## config.mk

```make
export PLATFORM = sky130hd
export DESIGN_NAME = civil_date_to_day_number
export DESIGN_NICKNAME = d
export VERILOG_FILES = /design/src/design/cdtdn_pkg.sv /design/src/design/civil_date_to_day_number.sv
export SDC_FILE = /design/constraint.sdc
export NUM_CORES = 2
export LEC_CHECK = 0
export BUFFER_PORTS_ARGS = -buffer_cell sky130_fd_sc_hd__buf_2
export CAP_MARGIN = 10
export CORE_UTILIZATION = 30
export CTS_CLUSTER_SIZE = 12
export DETAILED_ROUTE_END_ITERATION = 6
export GPL_ROUTABILITY_DRIVEN = 0
export HOLD_SLACK_MARGIN = 0.06
export PLACE_DENSITY = 0.55
export SYNTH_ARGS = -nofsm -noshare
export SYNTH_HDL_FRONTEND = slang
export SYNTH_SLANG_ARGS = --single-unit
export TNS_END_PERCENT = 50
```

## constraint.sdc

```tcl
create_clock -name clk -period 8.31 [get_ports clk]
set_input_delay 0.831 -clock clk [delete_from_list [all_inputs] [get_ports clk]]
set_output_delay 0.831 -clock clk [all_outputs]
set_load 0.02 [all_outputs]
```

## src/design/cdtdn_pkg.sv

```systemverilog
package cdtdn_pkg;

    typedef logic [13:0]        year_t;
    typedef logic [6:0]         md_t;
    typedef logic signed [22:0] day_num_t;

    localparam year_t YEAR_MIN = 14'd1900;
    localparam year_t YEAR_MAX = 14'd9999;

    // floor(x / 100) = (x * DIV100_MUL) >> DIV100_SHIFT for any 14-bit x
    localparam int unsigned DIV100_MUL   = 5243;
    localparam int unsigned DIV100_SHIFT = 19;

    // floor(x / 7) = (x * DIV7_MUL) >> DIV7_SHIFT for x below 2**24
    localparam int unsigned DIV7_MUL   = 9586981;
    localparam int unsigned DIV7_SHIFT = 26;

    localparam int unsigned DAYS_PER_YEAR = 365;
    localparam int unsigned YEARS_PER_ERA = 400;
    localparam int unsigned DAYS_PER_ERA  = 146097;
    localparam int unsigned EPOCH_SHIFT   = 719468;
    localparam int unsigned WEEK_MAX      = 524287;

    localparam day_num_t TERM_START_RESET = 23'sd20339;

    // days from March 1 to the first of the month, year starting in March
    function automatic logic [8:0] month_base(input md_t m);
        logic [8:0] b;
        begin
            unique case (m)
                7'd3:    b = 9'd0;
                7'd4:    b = 9'd31;
                7'd5:    b = 9'd61;
                7'd6:    b = 9'd92;
                7'd7:    b = 9'd122;
                7'd8:    b = 9'd153;
                7'd9:    b = 9'd184;
                7'd10:   b = 9'd214;
                7'd11:   b = 9'd245;
                7'd12:   b = 9'd275;
                7'd1:    b = 9'd306;
                7'd2:    b = 9'd337;
                default: b = 9'd0;
            endcase
            return b;
        end
    endfunction

    function automatic logic [4:0] month_len(input md_t m, input logic leap);
        logic [4:0] n;
        begin
            unique case (m) inside
                7'd2:                        n = leap ? 5'd29 : 5'd28;
                7'd4, 7'd6, 7'd9, 7'd11:     n = 5'd30;
                default:                     n = 5'd31;
            endcase
            return n;
        end
    endfunction

endpackage

```

## src/design/civil_date_to_day_number.sv

```systemverilog
// Gregorian date check and conversion to days since 1970-01-01.
// A request accepted at a clock edge passes through an 8-stage register pipeline
// and shows its result on the result ports with done high.
// Throughput: one request per cycle; busy is never raised and the receiver cannot stall.
// Reset: rst_n clears the pipeline valid bits and done; term start returns to 2025-09-08.
module civil_date_to_day_number (
    input  logic                      clk,
    input  logic                      rst_n,
    input  logic                      start,
    output logic                      busy,
    input  cdtdn_pkg::year_t          year,
    input  cdtdn_pkg::md_t            month,
    input  cdtdn_pkg::md_t            day,
    input  logic                      cfg_we,
    input  cdtdn_pkg::day_num_t       cfg_wdata,
    output logic                      done,
    output logic                      valid_res,
    output cdtdn_pkg::day_num_t       day_number,
    output logic [2:0]                weekday,
    output logic [18:0]               teaching_week
);
    import cdtdn_pkg::*;

    day_num_t   term_start_reg;

    // stage 1: input register
    logic       s1_vld_reg;
    year_t      s1_year_reg;
    md_t        s1_month_reg;
    md_t        s1_day_reg;

    // stage 2: quotients by 100, range checks, month offset
    logic       s2_vld_reg;
    year_t      s2_year_reg;
    year_t      s2_ya_reg;
    logic [7:0] s2_qy_reg;
    logic [7:0] s2_qya_reg;
    logic       s2_range_ok_reg;
    md_t        s2_month_reg;
    md_t        s2_day_reg;
    logic [8:0] s2_base_reg;

    year_t      ya_next;
    logic [26:0] prod_y;
    logic [26:0] prod_ya;

    // stage 3: leap rule, day check, era split
    logic       s3_vld_reg;
    logic       s3_ok_reg;
    logic [5:0] s3_era_reg;
    logic [8:0] s3_yoe_reg;
    logic [1:0] s3_yoec_reg;
    logic [8:0] s3_doy_reg;

    logic       cent_zero;
    logic       leap;
    logic       ok_next;
    logic [5:0] era_next;
    logic [13:0] yoe_full;

    // stage 4: day of era and era days
    logic       s4_vld_reg;
    logic       s4_ok_reg;
    logic [17:0] s4_doe_reg;
    logic [23:0] s4_era_days_reg;

    // stage 5: day count
    logic       s5_vld_reg;
    logic       s5_ok_reg;
    logic [23:0] s5_u_reg;
    day_num_t   s5_days_reg;

    logic [23:0] u_next;

    // stage 6: operands of the two divisions by 7
    logic       s6_vld_reg;
    logic       s6_ok_reg;
    day_num_t   s6_days_reg;
    logic [23:0] s6_wdx_reg;
    logic signed [23:0] s6_diff_reg;

    logic signed [23:0] diff_next;

    // stage 7: quotients by 7
    logic       s7_vld_reg;
    logic       s7_ok_reg;
    day_num_t   s7_days_reg;
    logic [23:0] s7_wdx_reg;
    logic       s7_neg_reg;
    logic [21:0] s7_qwd_reg;
    logic [21:0] s7_qdiff_reg;

    logic [47:0] prod_wd;
    logic [47:0] prod_diff;

    // output register
    logic       done_reg;
    logic       valid_res_reg;
    day_num_t   day_number_reg;
    logic [2:0] weekday_reg;
    logic [18:0] teaching_week_reg;

    logic [23:0] wd_rem;
    logic [21:0] week_sum;
    logic [18:0] week_next;

    assign busy = 1'b0;

    always_ff @(posedge clk or negedge rst_n)
    begin
        if (!rst_n)
        begin
            term_start_reg <= TERM_START_RESET;
        end
        else if (cfg_we)
        begin
            term_start_reg <= cfg_wdata;
        end
    end

    always_ff @(posedge clk or negedge rst_n)
    begin
        if (!rst_n)
        begin
            s1_vld_reg <= 1'b0;
            s2_vld_reg <= 1'b0;
            s3_vld_reg <= 1'b0;
            s4_vld_reg <= 1'b0;
            s5_vld_reg <= 1'b0;
            s6_vld_reg <= 1'b0;
            s7_vld_reg <= 1'b0;
            done_reg   <= 1'b0;
        end
        else
        begin
            s1_vld_reg <= start && !busy;
            s2_vld_reg <= s1_vld_reg;
            s3_vld_reg <= s2_vld_reg;
            s4_vld_reg <= s3_vld_reg;
            s5_vld_reg <= s4_vld_reg;
            s6_vld_reg <= s5_vld_reg;
            s7_vld_reg <= s6_vld_reg;
            done_reg   <= s7_vld_reg;
        end
    end

    // ---- stage 1 ----
    always_ff @(posedge clk)
    begin
        if (start && !busy)
        begin
            s1_year_reg  <= year;
            s1_month_reg <= month;
            s1_day_reg   <= day;
        end
    end

    // ---- stage 2 ----
    always_comb
    begin
        // January and February count with the previous year
        ya_next = s1_year_reg - ((s1_month_reg <= 7'd2) ? 14'd1 : 14'd0);
        prod_y  = {13'd0, s1_year_reg} * 27'(DIV100_MUL);
        prod_ya = {13'd0, ya_next} * 27'(DIV100_MUL);
    end

    always_ff @(posedge clk)
    begin
        s2_year_reg     <= s1_year_reg;
        s2_ya_reg       <= ya_next;
        s2_qy_reg       <= prod_y[DIV100_SHIFT +: 8];
        s2_qya_reg      <= prod_ya[DIV100_SHIFT +: 8];
        s2_range_ok_reg <= (s1_year_reg >= YEAR_MIN) && (s1_year_reg <= YEAR_MAX) &&
                           (s1_month_reg >= 7'd1) && (s1_month_reg <= 7'd12) &&
                           (s1_day_reg >= 7'd1);
        s2_month_reg    <= s1_month_reg;
        s2_day_reg      <= s1_day_reg;
        s2_base_reg     <= month_base(s1_month_reg);
    end

    // ---- stage 3 ----
    always_comb
    begin
        cent_zero = (s2_year_reg == {6'd0, s2_qy_reg} * 14'd100);
        leap      = ((s2_year_reg[1:0] == 2'd0) && !cent_zero) ||
                    (cent_zero && (s2_qy_reg[1:0] == 2'd0));
        ok_next   = s2_range_ok_reg &&
                    (s2_day_reg <= {2'd0, month_len(s2_month_reg, leap)});
        era_next  = s2_qya_reg[7:2];
        yoe_full  = s2_ya_reg - 14'({8'd0, era_next} * 14'(YEARS_PER_ERA));
    end

    always_ff @(posedge clk)
    begin
        s3_ok_reg   <= ok_next;
        s3_era_reg  <= era_next;
        s3_yoe_reg  <= yoe_full[8:0];
        // yoe / 100 is the year quotient by 100 taken mod 4
        s3_yoec_reg <= s2_qya_reg[1:0];
        s3_doy_reg  <= s2_base_reg + {2'd0, s2_day_reg} - 9'd1;
    end

    // ---- stage 4 ----
    always_ff @(posedge clk)
    begin
        s4_ok_reg       <= s3_ok_reg;
        s4_doe_reg      <= 18'(s3_yoe_reg) * 18'(DAYS_PER_YEAR) +
                           18'(s3_yoe_reg[8:2]) - 18'(s3_yoec_reg) + 18'(s3_doy_reg);
        s4_era_days_reg <= 24'(s3_era_reg) * 24'(DAYS_PER_ERA);
    end

    // ---- stage 5 ----
    assign u_next = s4_era_days_reg + 24'(s4_doe_reg);

    always_ff @(posedge clk)
    begin
        s5_ok_reg   <= s4_ok_reg;
        s5_u_reg    <= u_next;
        s5_days_reg <= day_num_t'(u_next - 24'(EPOCH_SHIFT));
    end

    // ---- stage 6 ----
    assign diff_next = 24'(s5_days_reg) - 24'(term_start_reg);

    always_ff @(posedge clk)
    begin
        s6_ok_reg   <= s5_ok_reg;
        s6_days_reg <= s5_days_reg;
        // epoch offset is 1 mod 7 and 1970-01-01 is a Thursday
        s6_wdx_reg  <= s5_u_reg + 24'd2;
        s6_diff_reg <= diff_next;
    end

    // ---- stage 7 ----
    always_comb
    begin
        prod_wd   = {24'd0, s6_wdx_reg} * 48'(DIV7_MUL);
        prod_diff = {24'd0, s6_diff_reg} * 48'(DIV7_MUL);
    end

    always_ff @(posedge clk)
    begin
        s7_ok_reg    <= s6_ok_reg;
        s7_days_reg  <= s6_days_reg;
        s7_wdx_reg   <= s6_wdx_reg;
        s7_neg_reg   <= s6_diff_reg[23];
        s7_qwd_reg   <= prod_wd[DIV7_SHIFT +: 22];
        s7_qdiff_reg <= prod_diff[DIV7_SHIFT +: 22];
    end

    // ---- output ----
    always_comb
    begin
        wd_rem   = s7_wdx_reg - 24'({2'd0, s7_qwd_reg} * 24'd7);
        week_sum = s7_qdiff_reg + 22'd1;
        if (s7_neg_reg)
        begin
            week_next = 19'd0;
        end
        else if (week_sum > 22'(WEEK_MAX))
        begin
            week_next = 19'(WEEK_MAX);
        end
        else
        begin
            week_next = week_sum[18:0];
        end
    end

    always_ff @(posedge clk)
    begin
        valid_res_reg     <= s7_ok_reg;
        day_number_reg    <= s7_ok_reg ? s7_days_reg : '0;
        weekday_reg       <= s7_ok_reg ? wd_rem[2:0] : 3'd0;
        teaching_week_reg <= s7_ok_reg ? week_next : 19'd0;
    end

    assign done          = done_reg;
    assign valid_res     = valid_res_reg;
    assign day_number    = day_number_reg;
    assign weekday       = weekday_reg;
    assign teaching_week = teaching_week_reg;

endmodule

```

[Yosys cells after proc, flatten, opt, wreduce, memory -nomap -nowiden]
Memories as Yosys holds them, arrays and structs flattened. A register that Yosys moved wholly into a read port is not among the register bits.
Index checks and enable logic that the tools add are counted.
Cells by class
  reductions and logical operators: 15
  mux-type cells: 4
  bitwise logic cells: 1
  add/subtract/negate cells: 13
  multiply operators: 9
  equality and inequality tests: 6
  magnitude comparators: 8
Operators with widths (number)
  $mul 24x24->48 const B: 2
  $mul 14x13->27 const B: 2
  $add 24x18->24: 1
  $add 24x2->24 const B: 1
  $mul 6x18->24 const B: 1
  $sub 23x23->24: 1
  $sub 23x20->23 const B: 1
  $add 22x1->22 const B: 1
  $gt 22x19->1 const B: 1
  $mul 22x3->3 const B: 1
  $mux 19: 1
  $add 18x7->18: 1
  $add 18x9->18: 1
  $mul 9x9->18 const B: 1
  $sub 18x2->18: 1
  $eq 14x14->1: 1
  $eq 7x3->1 const B: 2
  $eq 7x4->1 const B: 2
  $ge 14x11->1 const B: 1
  $ge 7x1->1 const B: 2
  $le 14x14->1 const B: 1
  $sub 14x1->14: 1
  $mul 8x5->12 const B: 1
  $pmux 5 s2: 1
  other kinds (18): 27
Storage, ports and cells
  bits of input ports: 55
  memories kept: 1
  logic and storage cells: 101
  bits in registers: 421
  output and inout bits: 48
  bits in read-only memories: 144
Memories
  (no name shown): words 16, width 9, rd ports 1, clocked after Yosys merged registers in 1, write ports 0, line cdtdn_pkg.sv:30  | unique case (m)

[Depth between registers and ports, before layout]
  word-level depth: 9
  gate-level depth with buffers: 32

[Least setup slack after synthesis]
Ideal clock, no wire load.
  path kind: register to register
  from: reg s1_month_reg[4]
  to: reg s2_qya_reg[7]
  setup time: 121 ps
  path slack: 1043 ps
  arrival time: 7146 ps
  required time: 8189 ps
  stages on the path, launching flop included: 31
  cells stage by stage: edfxtp_1 > or3_1 > clkbuf_1 > a2111oi_0 > ha_1 > nor2b_1 > nand2_1 > nor2_1 > o21ai_0 > a21boi_0 > xnor2_1 > inv_1 > fa_1 > inv_1 > ha_1 > fa_1 > fa_1 > inv_1 > fa_1 > inv_1 > ha_1 > inv_1 > a21oi_1 > o2111ai_1 > o21ai_0 > o21ai_0 > o31a_1 > o21ai_0 > a21o_1 > a21oi_1 > xnor2_1
Between the ends
  cells in the longest elaborated chain, start to end: 4
Ends and longest elaborated chain
  start: declaration: line civil_date_to_day_number.sv:29  | md_t s1_month_reg;
  start signal: assignment: line civil_date_to_day_number.sv:153  | s1_month_reg <= month;
  $le 7x2->1: line civil_date_to_day_number.sv:162  | ya_next = s1_year_reg - ((s1_month_reg <= 7'd2) ? 14'd1 : 14'd0);
  $mux 1: line civil_date_to_day_number.sv:162
  $sub 14x1->14: line civil_date_to_day_number.sv:162
  $mul 14x13->27: line civil_date_to_day_number.sv:164  | prod_ya = {13'd0, ya_next} * 27'(DIV100_MUL);
  net prod_ya[26]: line civil_date_to_day_number.sv:45  | logic [26:0] prod_ya;
  end signal: assignment: line civil_date_to_day_number.sv:172  | s2_qya_reg <= prod_ya[DIV100_SHIFT +: 8];
  end: declaration: line civil_date_to_day_number.sv:37  | logic [7:0] s2_qya_reg;
The timed path passes the listed nets, and every way through them passes these cells.
A chain may end at the register's enable or synchronous reset.

[Worst setup path after layout]
Same ends and word-level chain as after synthesis.

==> run_results.csv <==
group,metric,value,unit
status,status,"completed",
setup_path,max_stage_delay,0.55,ns
drt,vias,22900,
drt,viasPerCell,4.28,
clock_tree,ctsHoldBuffers,0,
synth,syn-cell-area,36900,um^2
timing,finalHoldViolCount,0,
setup_path,crit_slowest_cell,"fa_1",
synth,yosys_warnings,0,
timing,slew_headroom,0.320,
grt,antenna_found_initial,5,
setup_path,critPathLaunch,"s1_month_reg[4]$_DFFE_PP_",
synth,ys_types,82,
floorplan,rows,128,
grt,grt_max_degree,46,
cells_and_area,final_nets,4964,
cells_and_area,nFillCells,12500,
worst_hold_path,hold_path.class,"in2async",
cells_and_area,drive_above_1_share,0.0592,
clock_tree,cts-root-buf,"clkbuf_16",
cells_and_area,syn2layout_area_growth,11.0,%
timing,fin_crit_sh,0.921,
drt,ant_nets,0,
synth,synth-edff-count,28,
timing,drv_slew,0,
setup_path,cp_max_fo,11,
setup_path,r2r_start,"s1_month_reg[4]$_DFFE_PP_",
drt,drt_first_pass_iters,5,
grt,grt_use_total,0.127,
setup_path,required,8.77,ns
grt,grt_pass1_vias,24400,
timing,rsz0062_at_grt,"no",
setup_path,cp-start-kind,"register",
clock_tree,cts_buffers,44,
synth,ys_top_cells_by_area,"ha_1 27%, fa_1 23%, dfxtp_1 19%, inv_1 8.9%, xnor2_1 3.9%",
clock_tree,cts_setup_buffers,0,
synth,netlist_instances,3551,
drt,first_iter_violations,879,
synth,yosys_most_used_dff,"dfxtp_1",
placement,dpl.hpwl,64.3,mm
synth,yosys.area.top_type,"ha_1",
clock_tree,cts_resized,0,
timing,fin_setup_tns,0,ns
synth,avgSynthCellArea,10.4,um^2
clock_tree,clock-sinks,407,
timing,final-setup-viol-count,0,
grt,grt_overflow,0,
clock_tree,cts_tree,"built",
placement,port_buffers,101,
clock_tree,h-tree-depth,2,
grt,grt_pass1_wl,127,mm
setup_path,critical_path_buf_inv_count,6,
floorplan,die_area,125000,um^2
floorplan,fp.dieH,353,um
clock_tree,clk_path_buf_depth,3,
synth,yosysSeqAreaShare,0.233,
setup_path,worstSetupPathType,"reg2reg",
setup_path,path_delay_family,"adder cells",
setup_path,crit_top_cell,"inv_1",
floorplan,ioPinCount,103,
floorplan,fp.dieW,353,um
cells_and_area,num_antenna_cells,0,
synth,async_flop_share,0.0762,
timing,fin_skew,0.0203,ns
cells_and_area,final_common_cell,"inv_1",
timing,worst_slew_pin_slew,1.02,ns
clock_tree,clock_latency,0.60,ns
cells_and_area,layout_common_cells,"880 x inv_1, 789 x ha_1, 417 x fa_1, 348 x dfxtp_1, 166 x xnor2_1",
synth,ys_ff_latch,407,
drt,wl_per_cell,14.2,um
drt,drc,0,
setup_path,end_kind,"register",
floorplan,start_util,0.303,
clock_tree,clk_transition_reported_paths,0.06,ns
floorplan,coreArea,122000,um^2
timing,fmax,0.131,GHz
synth,yosys.area.top_type_share,0.267,
timing,fin_crit,7.66,ns
drt,wl,76.3,mm
synth,syn-num-nets,4812,
job,drv_cap,0,
setup_path,crit_arrival,8.12,ns
layer usage:
layer  GRT usage  part of all wire
met3      0.0172             0.033
met5           0           0.00014
met4      0.0304             0.022
met1       0.178              0.50
met2       0.205              0.45
path summary, 6_finish.rpt:
check	slack [ns]	cells after the start	endpoint
min in group clk	0.31	0	s7_days_reg[2]$_DFF_P_
min reg2reg	0.31	0	s7_days_reg[2]$_DFF_P_
max in group asynchronous	7.57	1	term_start_reg[18]$_DFFE_PN0P_
min	0.28	1	term_start_reg[19]$_DFFE_PN0P_
max	0.65	30	s2_qya_reg[7]$_DFF_P_
max reg2reg	0.65	30	s2_qya_reg[7]$_DFF_P_
cell type report:
cell class | count | area, um^2 | area share
Sequential cell | 407 | 8600 | 0.210
Timing Repair Buffer | 121 | 656 | 0.0160
Clock inverter | 13 | 200 | 0.00488
Tap cell | 1625 | 2030 | 0.0496
Multi-Input combinational cell | 2248 | 25000 | 0.609
Clock buffer | 61 | 1240 | 0.0301
Inverter | 881 | 3310 | 0.0807
synthesized netlist by cell type (5+ instances only):
library cell  count
o21ai_0          82
nor4_1            8
nand2_1          91
nor2b_1          22
o211ai_1         11
o21a_1            6
dfxtp_1         348
dfstp_2          10
o2111ai_1         9
a21oi_1         128
fa_1            417
nand4_1          26
a21o_1           57
xnor2_1         166
o31ai_1           7
nor3_1           20
nand2b_1         19
a211oi_1          7
or3_1            13
dfrtp_1          21
xor2_1           57
a21boi_0          5
nand3_1          48
edfxtp_1         28
and2_1           34
inv_1           880
o21bai_1         13
ha_1            789
a31oi_1          11
nor2_1           84
and3_1           24
a2111oi_0         7
clkbuf_1         11
kinds of logic (layout without fill, tap and decap cells):
group,Yosys count,in the layout,synth area share
muxes,4,4,0.00152
DFF,407,407,0.233
AOI/OAI and AO/OA,396,396,0.0696
and+or+nand+nor,417,417,0.0583
buffers and inverters,896,1076,0.0912
other,1,1,0.000102
adders and majority gates,1206,1206,0.493
xor gates and xnor gates,224,224,0.0533
per-stage QoR:
step | setup WS, ns | util | cell area (um^2) | hold WS (ns) | std cells
global route | 0.0414 | 0.336 | 41000 | 0.322 | 5356
global placement | 0.725 | 0.324 | 39600 | 0.312 | 5282
finish | 0.654 | 0.336 | 41000 | 0.277 | 5356
floorplan | 1.04 | - | 36900 | 0.310 | 3551
detailed placement | 0.629 | 0.324 | 39600 | 0.312 | 5282
CTS | 0.618 | 0.336 | 41000 | 0.259 | 5356
Power is not shown: default switching activity piles up to over one toggle a cycle in this logic, so the estimate is an artifact.
